--- config.mk ---
export PLATFORM = sky130hd
export DESIGN_NAME = slew_limited_position_controller
export DESIGN_NICKNAME = d
export VERILOG_FILES = /design/src/rtl/core/slc_pkg.sv /design/src/rtl/core/slc_cfg_regs.sv /design/src/rtl/core/slc_in_stage.sv /design/src/rtl/core/slc_datapath.sv /design/src/rtl/core/slc_out_stage.sv /design/src/rtl/core/slew_limited_position_controller.sv
export VERILOG_INCLUDE_DIRS = /design/src /design/src/rtl/core
export SDC_FILE = /design/constraint.sdc
export NUM_CORES = 2
export LEC_CHECK = 0
export BUFFER_PORTS_ARGS = -buffer_cell sky130_fd_sc_hd__buf_2
export CAP_MARGIN = 20
export CORE_MARGIN = 2
export CORE_UTILIZATION = 60
export DETAILED_ROUTE_END_ITERATION = 8
export PLACE_DENSITY = 0.8
export SLEW_MARGIN = 20
export SYNTH_ARGS = -nofsm -noshare
export SYNTH_HDL_FRONTEND = slang
export SYNTH_HIERARCHICAL = 1
export SYNTH_SLANG_ARGS = --single-unit
--- constraint.sdc ---
create_clock -name clk_i -period 23.9 [get_ports clk_i]
set_input_delay 4.78 -clock clk_i [delete_from_list [all_inputs] [get_ports clk_i]]
set_output_delay 4.78 -clock clk_i [all_outputs]
set_load 0.02 [all_outputs]
--- src/rtl/core/slew_limited_position_controller_macros.svh ---
// ----------------------------------------------------------------------------
// Slew-limited position controller assertion macros
// Shared concurrent assertion forms used by the controller RTL.
// ----------------------------------------------------------------------------
`ifndef SLEW_LIMITED_POSITION_CONTROLLER_MACROS_SVH
`define SLEW_LIMITED_POSITION_CONTROLLER_MACROS_SVH

// Same-cycle implication, disabled while reset is asserted.
`define SLC_ASSERT_NOW(lbl, clk, rstn, ante, cons, msg) \
  lbl: assert property (@(posedge clk) disable iff (!rstn) (ante) |-> (cons)) \
    else $error(msg);

// Next-cycle implication, disabled while reset is asserted.
`define SLC_ASSERT_NEXT(lbl, clk, rstn, ante, cons, msg) \
  lbl: assert property (@(posedge clk) disable iff (!rstn) (ante) |=> (cons)) \
    else $error(msg);

`endif

--- src/rtl/core/slc_pkg.sv ---
// ----------------------------------------------------------------------------
// Slew-limited position controller package
// Shared constants, register codes and item types.
// ----------------------------------------------------------------------------
`default_nettype none

package slc_pkg;

  localparam int unsigned SLC_GAIN_FRAC_BITS = 8;

  localparam int unsigned CFG_IDX_W  = 3;
  localparam int unsigned CFG_DATA_W = 31;

  typedef enum logic [CFG_IDX_W-1:0] {
    REG_GAIN         = 3'd0,
    REG_SPEED_LIMIT  = 3'd1,
    REG_ACCEL_PER_MS = 3'd2,
    REG_TOLERANCE    = 3'd3
  } cfg_reg_e;

  localparam logic [15:0] GAIN_RST         = 16'd256;
  localparam logic [30:0] SPEED_LIMIT_RST  = 31'd655360;
  localparam logic [23:0] ACCEL_PER_MS_RST = 24'd3277;
  localparam logic [30:0] TOLERANCE_RST    = 31'd655;

  typedef struct packed {
    logic [15:0] gain;
    logic [30:0] speed_limit;
    logic [23:0] accel_per_ms;
    logic [30:0] tolerance;
  } cfg_t;

  typedef struct packed {
    logic [31:0] setpoint_pos;
    logic [31:0] measured_position;
    logic [9:0]  elapsed_ms;
    logic        restart;
  } in_item_t;

  typedef struct packed {
    logic [31:0] speed_command;
    logic        target_reached;
  } res_item_t;

  typedef struct packed {
    logic advance;
  } pipe_ctrl_t;

endpackage

`default_nettype wire

--- src/rtl/core/slc_cfg_regs.sv ---
// ----------------------------------------------------------------------------
// Configuration registers
// Gain, speed limit, acceleration step and tolerance, written by index.
// ----------------------------------------------------------------------------
`default_nettype none

module slc_cfg_regs
  import slc_pkg::*;
(
  input  wire logic                  clk_i,
  input  wire logic                  rst_ni,
  input  wire logic                  cfg_we_i,
  input  wire logic [CFG_IDX_W-1:0]  cfg_idx_i,
  input  wire logic [CFG_DATA_W-1:0] cfg_wdata_i,
  output cfg_t                       cfg_o
);

  cfg_t cfg_q, cfg_d;

  always_comb begin
    cfg_d = cfg_q;
    if (cfg_we_i) begin
      case (cfg_reg_e'(cfg_idx_i))
        REG_GAIN:         cfg_d.gain         = cfg_wdata_i[15:0];
        REG_SPEED_LIMIT:  cfg_d.speed_limit  = cfg_wdata_i[30:0];
        REG_ACCEL_PER_MS: cfg_d.accel_per_ms = cfg_wdata_i[23:0];
        REG_TOLERANCE:    cfg_d.tolerance    = cfg_wdata_i[30:0];
        default:          cfg_d = cfg_q;  // drop writes to unused indexes
      endcase
    end
  end

  always_ff @(posedge clk_i or negedge rst_ni) begin
    if (!rst_ni) begin
      cfg_q.gain         <= GAIN_RST;
      cfg_q.speed_limit  <= SPEED_LIMIT_RST;
      cfg_q.accel_per_ms <= ACCEL_PER_MS_RST;
      cfg_q.tolerance    <= TOLERANCE_RST;
    end else begin
      cfg_q <= cfg_d;
    end
  end

  assign cfg_o = cfg_q;

endmodule

`default_nettype wire

--- src/rtl/core/slc_in_stage.sv ---
// ----------------------------------------------------------------------------
// Input stage
// Registers one accepted tick item ahead of the control datapath.
// ----------------------------------------------------------------------------
`default_nettype none

module slc_in_stage
  import slc_pkg::*;
(
  input  wire logic clk_i,
  input  wire logic rst_ni,
  input  wire logic in_valid_i,
  output logic      in_ready_o,
  input  in_item_t  in_item_i,
  input  pipe_ctrl_t ctrl_i,
  output logic      s1_valid_o,
  output in_item_t  s1_item_o
);

  logic     valid_q, valid_d;
  in_item_t item_q;
  logic     accept;

  assign in_ready_o = !valid_q || ctrl_i.advance;
  assign accept     = in_valid_i && in_ready_o;

  always_comb begin
    valid_d = valid_q;
    if (accept) begin
      valid_d = 1'b1;
    end else if (ctrl_i.advance) begin
      valid_d = 1'b0;
    end
  end

  always_ff @(posedge clk_i or negedge rst_ni) begin
    if (!rst_ni) begin
      valid_q <= 1'b0;
    end else begin
      valid_q <= valid_d;
    end
  end

  always_ff @(posedge clk_i) begin
    if (accept) begin
      item_q <= in_item_i;
    end
  end

  assign s1_valid_o = valid_q;
  assign s1_item_o  = item_q;

endmodule

`default_nettype wire

--- src/rtl/core/slc_datapath.sv ---
// ----------------------------------------------------------------------------
// Control datapath
// Error, tolerance test, gain scaling, speed clamp and slew limit.
// ----------------------------------------------------------------------------
`default_nettype none

module slc_datapath
  import slc_pkg::*;
#(
  parameter int unsigned GAIN_FRAC_BITS = SLC_GAIN_FRAC_BITS
) (
  input  in_item_t           item_i,
  input  cfg_t               cfg_i,
  input  wire logic [31:0]   prev_speed_i,
  output res_item_t          res_o
);

  logic signed [32:0] err;
  logic               neg;
  logic        [32:0] mag;
  logic               reached;
  logic        [48:0] prod;
  logic        [48:0] scaled_full;
  logic        [30:0] scaled;
  logic signed [32:0] desired;
  logic        [33:0] change;
  logic signed [31:0] prev;
  logic signed [34:0] diff;
  logic signed [34:0] change_s;
  logic signed [35:0] prev_x;
  logic signed [35:0] change_x;
  logic signed [35:0] cmd;
  logic        [31:0] cmd_sat;

  // 33-bit error never wraps
  assign err = $signed({item_i.setpoint_pos[31], item_i.setpoint_pos})
             - $signed({item_i.measured_position[31], item_i.measured_position});
  assign neg = err[32];
  assign mag = neg ? 33'(-err) : 33'(err);

  assign reached = mag <= {2'b00, cfg_i.tolerance};

  assign prod        = 49'(mag) * 49'(cfg_i.gain);
  assign scaled_full = prod >> GAIN_FRAC_BITS;
  assign scaled      = (scaled_full > {18'd0, cfg_i.speed_limit}) ? cfg_i.speed_limit
                                                                 : scaled_full[30:0];
  assign desired     = neg ? -$signed({2'b00, scaled}) : $signed({2'b00, scaled});

  assign change = 34'(cfg_i.accel_per_ms) * 34'(item_i.elapsed_ms);
  assign prev   = item_i.restart ? 32'sd0 : $signed(prev_speed_i);

  assign diff     = 35'(desired) - 35'(prev);
  assign change_s = $signed({1'b0, change});
  assign prev_x   = 36'(prev);
  assign change_x = $signed({2'b00, change});

  always_comb begin
    if (diff > change_s) begin
      cmd = prev_x + change_x;
    end else if (diff < -change_s) begin
      cmd = prev_x - change_x;
    end else begin
      cmd = 36'(desired);
    end
  end

  always_comb begin
    if (cmd > 36'sh0_7FFF_FFFF) begin
      cmd_sat = 32'h7FFF_FFFF;
    end else if (cmd < -36'sh0_8000_0000) begin
      cmd_sat = 32'h8000_0000;
    end else begin
      cmd_sat = cmd[31:0];
    end
  end

  always_comb begin
    if (reached) begin
      res_o.speed_command  = '0;
      res_o.target_reached = 1'b1;
    end else begin
      res_o.speed_command  = cmd_sat;
      res_o.target_reached = 1'b0;
    end
  end

endmodule

`default_nettype wire

--- src/rtl/core/slc_out_stage.sv ---
// ----------------------------------------------------------------------------
// Output stage
// Result register and the stored last speed command.
// ----------------------------------------------------------------------------
`default_nettype none

module slc_out_stage
  import slc_pkg::*;
(
  input  wire logic  clk_i,
  input  wire logic  rst_ni,
  input  pipe_ctrl_t ctrl_i,
  input  res_item_t  res_i,
  input  wire logic  out_ready_i,
  output logic       out_valid_o,
  output res_item_t  res_o,
  output logic [31:0] prev_speed_o
);

  logic        valid_q, valid_d;
  res_item_t   res_q;
  logic [31:0] prev_q;

  always_comb begin
    valid_d = valid_q;
    if (ctrl_i.advance) begin
      valid_d = 1'b1;
    end else if (out_ready_i) begin
      valid_d = 1'b0;
    end
  end

  // the last command is the speed state for the next tick
  always_ff @(posedge clk_i or negedge rst_ni) begin
    if (!rst_ni) begin
      valid_q <= 1'b0;
      prev_q  <= '0;
    end else begin
      valid_q <= valid_d;
      if (ctrl_i.advance) begin
        prev_q <= res_i.speed_command;
      end
    end
  end

  always_ff @(posedge clk_i) begin
    if (ctrl_i.advance) begin
      res_q <= res_i;
    end
  end

  assign out_valid_o  = valid_q;
  assign res_o        = res_q;
  assign prev_speed_o = prev_q;

endmodule

`default_nettype wire

--- src/rtl/core/slew_limited_position_controller.sv ---
// Flow: a tick accepted into the input register moves on into the result register
//   when the result slot is free or being emptied.
// Throughput: one tick per cycle unless out_ready_i stalls the result register;
//   the stored last speed command carries the speed from one tick to the next.
// Reset: clears both valid flags and the stored speed; configuration returns to
//   gain 1.0, speed limit 10 rad/s, accel 0.05 rad/s per ms, tolerance 0.01 rad.
// ----------------------------------------------------------------------------
// Slew-limited position controller
// Proportional position loop with speed clamp and acceleration limit.
// ----------------------------------------------------------------------------
`default_nettype none

`include "slew_limited_position_controller_macros.svh"

module slew_limited_position_controller
  import slc_pkg::*;
#(
  parameter int unsigned GAIN_FRAC_BITS = SLC_GAIN_FRAC_BITS
) (
  input  wire logic                  clk_i,
  input  wire logic                  rst_ni,
  input  wire logic                  cfg_we_i,
  input  wire logic [CFG_IDX_W-1:0]  cfg_idx_i,
  input  wire logic [CFG_DATA_W-1:0] cfg_wdata_i,
  input  wire logic                  in_valid_i,
  output logic                       in_ready_o,
  input  wire logic [31:0]           target_position_i,
  input  wire logic [31:0]           measured_position_i,
  input  wire logic [9:0]            elapsed_ms_i,
  input  wire logic                  restart_i,
  output logic                       out_valid_o,
  input  wire logic                  out_ready_i,
  output logic [31:0]                speed_command_o,
  output logic                       target_reached_o
);

  cfg_t        cfg;
  in_item_t    in_item;
  in_item_t    s1_item;
  logic        s1_valid;
  pipe_ctrl_t  ctrl;
  res_item_t   res_comb;
  res_item_t   res_q;
  logic [31:0] prev_speed;

  assign in_item.setpoint_pos      = target_position_i;
  assign in_item.measured_position = measured_position_i;
  assign in_item.elapsed_ms        = elapsed_ms_i;
  assign in_item.restart           = restart_i;

  // advance when the input stage holds a tick and the result slot is free or being emptied
  assign ctrl.advance = s1_valid && (!out_valid_o || out_ready_i);

  slc_cfg_regs u_cfg (
    .clk_i       (clk_i),
    .rst_ni      (rst_ni),
    .cfg_we_i    (cfg_we_i),
    .cfg_idx_i   (cfg_idx_i),
    .cfg_wdata_i (cfg_wdata_i),
    .cfg_o       (cfg)
  );

  slc_in_stage u_in (
    .clk_i      (clk_i),
    .rst_ni     (rst_ni),
    .in_valid_i (in_valid_i),
    .in_ready_o (in_ready_o),
    .in_item_i  (in_item),
    .ctrl_i     (ctrl),
    .s1_valid_o (s1_valid),
    .s1_item_o  (s1_item)
  );

  slc_datapath #(
    .GAIN_FRAC_BITS (GAIN_FRAC_BITS)
  ) u_dp (
    .item_i       (s1_item),
    .cfg_i        (cfg),
    .prev_speed_i (prev_speed),
    .res_o        (res_comb)
  );

  slc_out_stage u_out (
    .clk_i        (clk_i),
    .rst_ni       (rst_ni),
    .ctrl_i       (ctrl),
    .res_i        (res_comb),
    .out_ready_i  (out_ready_i),
    .out_valid_o  (out_valid_o),
    .res_o        (res_q),
    .prev_speed_o (prev_speed)
  );

  assign speed_command_o  = res_q.speed_command;
  assign target_reached_o = res_q.target_reached;

  `SLC_ASSERT_NOW(a_reached_zero, clk_i, rst_ni, out_valid_o && target_reached_o,
    speed_command_o == 32'd0, "reached item carries nonzero speed")
  `SLC_ASSERT_NOW(a_prev_tracks_out, clk_i, rst_ni, out_valid_o,
    prev_speed == speed_command_o, "stored speed differs from shown command")
  `SLC_ASSERT_NEXT(a_s1_holds, clk_i, rst_ni, s1_valid && out_valid_o && !out_ready_i,
    s1_valid && $stable(s1_item), "stalled item lost from input stage")

endmodule

`default_nettype wire
After elaboration in Yosys (flattened, before gate mapping)
Cells that the tools add are included.
{"block": "word_totals", "ff_bits": 244, "in_bits": 114, "out_inout_bits": 35, "elab_cells": 57}
{"block": "classes", "n_addsub": 7, "n_mul": 2, "order_cmp": 6, "n_eq_ne": 3, "n_mux": 13, "n_reduce_logical": 13}
{"cell": "two-way mux 33 bit", "count": 3}
{"cell": "two-way mux 32 bit", "count": 3}
{"cell": "two-way mux 36 bit", "count": 2}
{"cell": "multiplier 33 x 16 -> 49 bit", "count": 1}
{"cell": "> comparator 41 x 31 -> 1 bit", "count": 1}
{"cell": "adder 32 x 35 -> 36 bit", "count": 1}
{"cell": "> comparator 36 x 32 -> 1 bit (second input constant)", "count": 1}
{"cell": "less-than comparator 36 x 32 -> 1 bit (second input constant)", "count": 1}
{"cell": "subtractor 32 x 35 -> 36 bit", "count": 1}
{"cell": "> comparator 35 bit", "count": 1}
{"cell": "less-than comparator 35 bit", "count": 1}
{"cell": "negation 34 -> 35 bit", "count": 1}
{"cell": "multiplier 24 x 10 -> 34 bit", "count": 1}
{"cell": "subtractor 33 x 32 -> 34 bit", "count": 1}
{"cell": "less-or-equal comparator 33 x 31 -> 1 bit", "count": 1}
{"cell": "negation 31 -> 33 bit", "count": 1}
{"cell": "negation 33 bit", "count": 1}
{"cell": "subtractor 32 x 32 -> 33 bit", "count": 1}
{"cell": "two-way mux 31 bit", "count": 1}
{"cell": "AND reduction 2 bit", "count": 4}
{"cell": "equality test 3 x 2 -> 1 bit (second input constant)", "count": 2}
{"cell": "two-way mux 1 bit", "count": 4}
{"cell": "nonzero test 2 bit", "count": 2}
{"cell": "equality test 3 x 1 -> 1 bit (second input constant)", "count": 1}
{"cell": "4 further kinds", "count": 7}

Logic depth before layout (Yosys ltp)
{"block": "logic_depth", "word_depth": 16, "ltp_mapped": 96, "mapped_depth_nobuf": 88}

Hierarchy
Netlist, hierarchy kept.
{"mod": "slc_datapath", "instances": 1, "cells_per_inst": 5082, "area_per_inst_um2": 39554.2, "seq_area_each_um2": 0.0}
{"mod": "slc_cfg_regs", "instances": 1, "cells_per_inst": 218, "area_per_inst_um2": 3853.7, "seq_area_each_um2": 2572.5}
{"mod": "slc_out_stage", "instances": 1, "cells_per_inst": 104, "area_per_inst_um2": 2368.5, "seq_area_each_um2": 1816.7}
{"mod": "slc_in_stage", "instances": 1, "cells_per_inst": 79, "area_per_inst_um2": 2306.0, "seq_area_each_um2": 2277.2}
{"mod": "slew_limited_position_controller", "instances": 1, "cells_per_inst": 2, "area_per_inst_um2": 11.3, "seq_area_each_um2": 0.0}

Worst setup path after synthesis
Ideal clock, no wire load.
{"block": "synth_path", "path_type": "reg2reg", "from": "reg u_in.item_q, in the netlist u_in/s1_item_o[12]", "to": "reg u_out.prev_q[1], in the netlist u_out/prev_speed_o[1]", "setup_ns": 0.125, "t_arrival_ns": 18.644, "required_time_ns": 23.775, "slack_ns": 5.131, "stages_incl_launch_ff": 87, "n_path_buf": 7, "period_less_slack_ns": 18.769, "cell_sequence": "edfxtp_1 inv_1 ha_1 nor2b_1 o21ai_0 a21boi_0 o21a_1 o21a_1 o211ai_1 and3_1 a2111oi_1 o21ai_0 and2_1 nor4_1 or4b_1 inv_1 a21oi_1 xnor2_1 [... 51 more ...] o21a_1 nor2_1 xnor2_1 ha_1 and4_1 nand4_1 a311o_1 o211ai_1 nand3_1 a221o_2 o21a_1 and3_1 a211oi_2 a211oi_2 o21ai_2 buf_6 o21ai_2 mux2_2"}
{"element": "start, declared", "line": "slc_in_stage.sv:21", "source": "in_item_t item_q;"}
{"element": "start signal, assigned", "line": "slc_in_stage.sv:46", "source": "item_q <= in_item_i;"}
{"element": "end signal, assigned", "line": "slc_out_stage.sv:41", "source": "prev_q <= res_i.speed_command;"}
{"element": "end, declared", "line": "slc_out_stage.sv:22", "source": "logic [31:0] prev_q;"}

==> metrics.md <==
| Metric | Value |
|---|---|
| Routed Antenna Nets | `0` |
| Layout Cells excl Fill | `6575` |
| Sequential area share after synthesis | `0.139` |
| RSZ-0062 raised after global routing | `false` |
| Avg Inst Size Synth | `8.77 um^2` |
| Fin crit share | `0.939` |
| Setup Skew | `0.0304 ns` |
| Critical Path Source Type | `register` |
| Post-Route Setup TNS | `0 ns` |
| Final hold vios | `0` |
| Die extent in x | `287 um` |
| Via count | `40428` |
| DRC | `0` |
| TritonCTS Sinks | `244` |
| Crit path required time | `24.38 ns` |
| Full die area | `0.0824 mm^2` |
| Hold Path Cell Cnt | `1` |
| Bufs and invs on worst path | `12` |
| Final WL | `143 mm` |
| Synthesized area | `0.0481 mm^2` |
| Max_slew headroom | `0.236` |
| Asr flop ratio synth | `0.557` |
| Register-to-Register Path Depth | `81` |
| Unique masters post-synth | `118` |
| F_max | `0.0446 GHz` |
| Critical path's slowest cell | `a31oi_1` |
| CTS tree | `built` |
| Min-Delay Endpoint | `u_cfg/cfg_o[12]` |
| R2R Setup Slk | `1.45 ns` |
| Status | `completed` |
| Clock Path Buffers | `3` |
| Core footprint | `0.0791 mm^2` |
| CP dominant cell by count | `fa_1` |
| #FFs+latches synth | `244` |
| Die Ht | `287 um` |
| Critical Path Stages | `81` |
| Slew Viols, Final | `0` |
| Dpl hpwl | `115 mm` |
| Most frequent cells in the layout | `830 x inv_1, 628 x nand2_1, 609 x fa_1, 452 x ha_1, 335 x and2_1` |
| Warnings from Yosys | `6` |
| Mapped Cells | `5485` |
| Register area | `0.00667 mm^2` |
| Largest net degree at the start of global routing | `72` |
| Vias per cell | `6.15` |
| CTS buffer count | `31` |
| Pre-antenna DRT Iters | `5` |
| Clk_lat worst skew | `0.60 ns` |
| Crit end category | `register` |
| Root buffer cell | `clkbuf_16` |
| Setup CP Type | `reg2reg` |
| Syn nets | `6660` |
| I/O pins | `149` |
| Number of DRC markers in iteration 0 | `3491` |
| H-Tree Depth | `1` |
| Hold Crit Start | `u_cfg/cfg_o[12]` |
| Post-layout min period | `22.45 ns` |
| Worst-margin pin slew | `1.14 ns` |
| DP Cell Count | `6505` |
| Top_reg_cell synth | `dfrtp_1` |
| Number of synthesized flops with an enable pin | `108` |
| Global-route usage over all layers | `0.351` |
| Overflow after GRT | `0` |
| Vias in the first global route | `41017` |
| Clock transition at path regs | `0.08 ns` |
| Area grow syn2layout | `5.68%` |
| Initial antenna violation count | `4` |
| # Max-Cap Violations | `0` |
| Nets@finish | `6674` |
| CP delay by family, top | `simple AND/OR/NAND/NOR gates` |
| Final setup viols | `0` |
| Number of fill cells | `6640` |
| Reg-to-Reg Start | `u_in/s1_item_o[43]` |
| Hold Crit Class | `reg2reg` |
| # rows | `103` |
| Largest fanout on the critical path | `38` |
| WL/cell | `21.8 um` |
| Max incr delay on CP | `0.87 ns` |
| CP arrival | `22.93 ns` |
| Initial Util | `0.608` |
| GPL Wtd Cong | `1.06` |
| Commonest non-fill, non-tap cell in the layout | `inv_1` |
| Worst R2R End | `u_out/prev_speed_o[8]` |
| Cts hold-fix bufs | `0` |
| Fraction of layout cells with a size suffix above 1 | `0.101` |
| Area of the multi-input gates | `0.0373 mm^2` |
| Global-route wire length before repair | `227 mm` |
| Port-buffer cells | `148` |
==> cell usage after synthesis (all sizes together), types with 27 or more instances <==
cell type    n  area [um^2]
inv        831         3120
nand2      628         2360
fa         609        12200
ha         452         5660
and2       337         2110
a21oi      272         1380
nor2       226          865
clkbuf     212          805
o21ai      187         1060
xnor2      149         1310
mux2       147         1760
dfrtp      120         3000
a21o       116          872
edfxtp     108         3240
nor3        90          450
nand2b      86          546
nand3       79          400
nand4       69          432
nor2b       57          357
xor2        46          403
o21bai      44          330
o21a        39          293
a211oi      38          310
mux2i       38          380
buf         37          294
nor4        33          234
and3        32          200
a31oi       31          200
or3         27          179
==> metal layers <==
metal	part of all wire	wire, um	global-route usage
met1	0.42	60800	0.487
met5	0	0	0
met4	0.033	4760	0.114
met2	0.45	63900	0.550
met3	0.097	13900	0.0756
==> worst reg2reg max path: cells and delay by family, from the launching register on <==
family / cells / cell delay (ns)
multiplexers: 4 / 1.18
XOR/XNOR: 5 / 1.39
AO/OA/AOI/OAI: 22 / 5.94
buffers and inverters: 12 / 2.21
AND/OR/NAND/NOR: 25 / 6.06
adder cells (fa/ha/maj): 13 / 5.18
flip-flops: 1 / 0.37
==> worst max path at each step <==
stage | to | slack, ns | start
after floorplan | u_out/prev_speed_o[1] | 5.13 | u_in/s1_item_o[12]
after global placement | u_out/prev_speed_o[2] | 1.92 | u_in/s1_item_o[12]
after detailed placement | u_out/prev_speed_o[1] | 1.44 | u_in/s1_item_o[12]
after CTS | u_out/prev_speed_o[17] | 1.28 | u_in/s1_item_o[12]
after global routing | u_out/prev_speed_o[18] | 0.15 | u_in/s1_item_o[12]
final | u_out/prev_speed_o[8] | 1.45 | u_in/s1_item_o[43]
==> stage by stage <==
step,setup WS [ns],area [um^2],hold slack (ns),util
global route,0.153,50800,0.520,0.642
global placement,1.92,49600,0.488,0.627
CTS,1.28,50700,0.508,0.641
finish,1.45,50800,0.506,0.642
floorplan,5.13,48100,0.473,-
detailed placement,1.44,49600,0.494,0.627
==> cell type report <==
type | count | share of cell area
diodes | 2 | 0.0000985
clock buffers | 42 | 0.0183
clock inverters | 15 | 0.00222
inverters | 831 | 0.0614
multi-input cells | 4161 | 0.734
flip-flops and latches | 244 | 0.131
well taps | 1050 | 0.0258
repair buffers | 230 | 0.0273
==> logic make-up (layout without fill, tap and decap cells) <==
kind of cell | count (synthesis) | in the layout | synth area share
simple gates | 1734 | 1734 | 0.182
compound gates | 985 | 985 | 0.140
mux | 185 | 185 | 0.0446
other cells | 0 | 2 | 0
buf+inv | 1080 | 1118 | 0.0877
xor+xnor | 196 | 196 | 0.0360
fa+ha+maj | 1061 | 1061 | 0.371
flops | 244 | 244 | 0.139
==> sequential cells by signal (all words and copies together), names as in the netlist <==
register,count
u_in/s1_valid_o,1
u_cfg/cfg_o,102
u_out/res_o,33
u_out/out_valid_o,1
u_out/prev_speed_o,32
u_in/s1_item_o,75
==> what timing repair did <==
action / in CTS / in global routing
endpoints found under the hold margin: 0 / 0
resized for setup: 0 / 8
buffers inserted: 0 / 11
endpoints found under the setup margin: 0 / 62
Power is not shown: default switching activity piles up to over one toggle a cycle in this logic, so the estimate is an artifact.
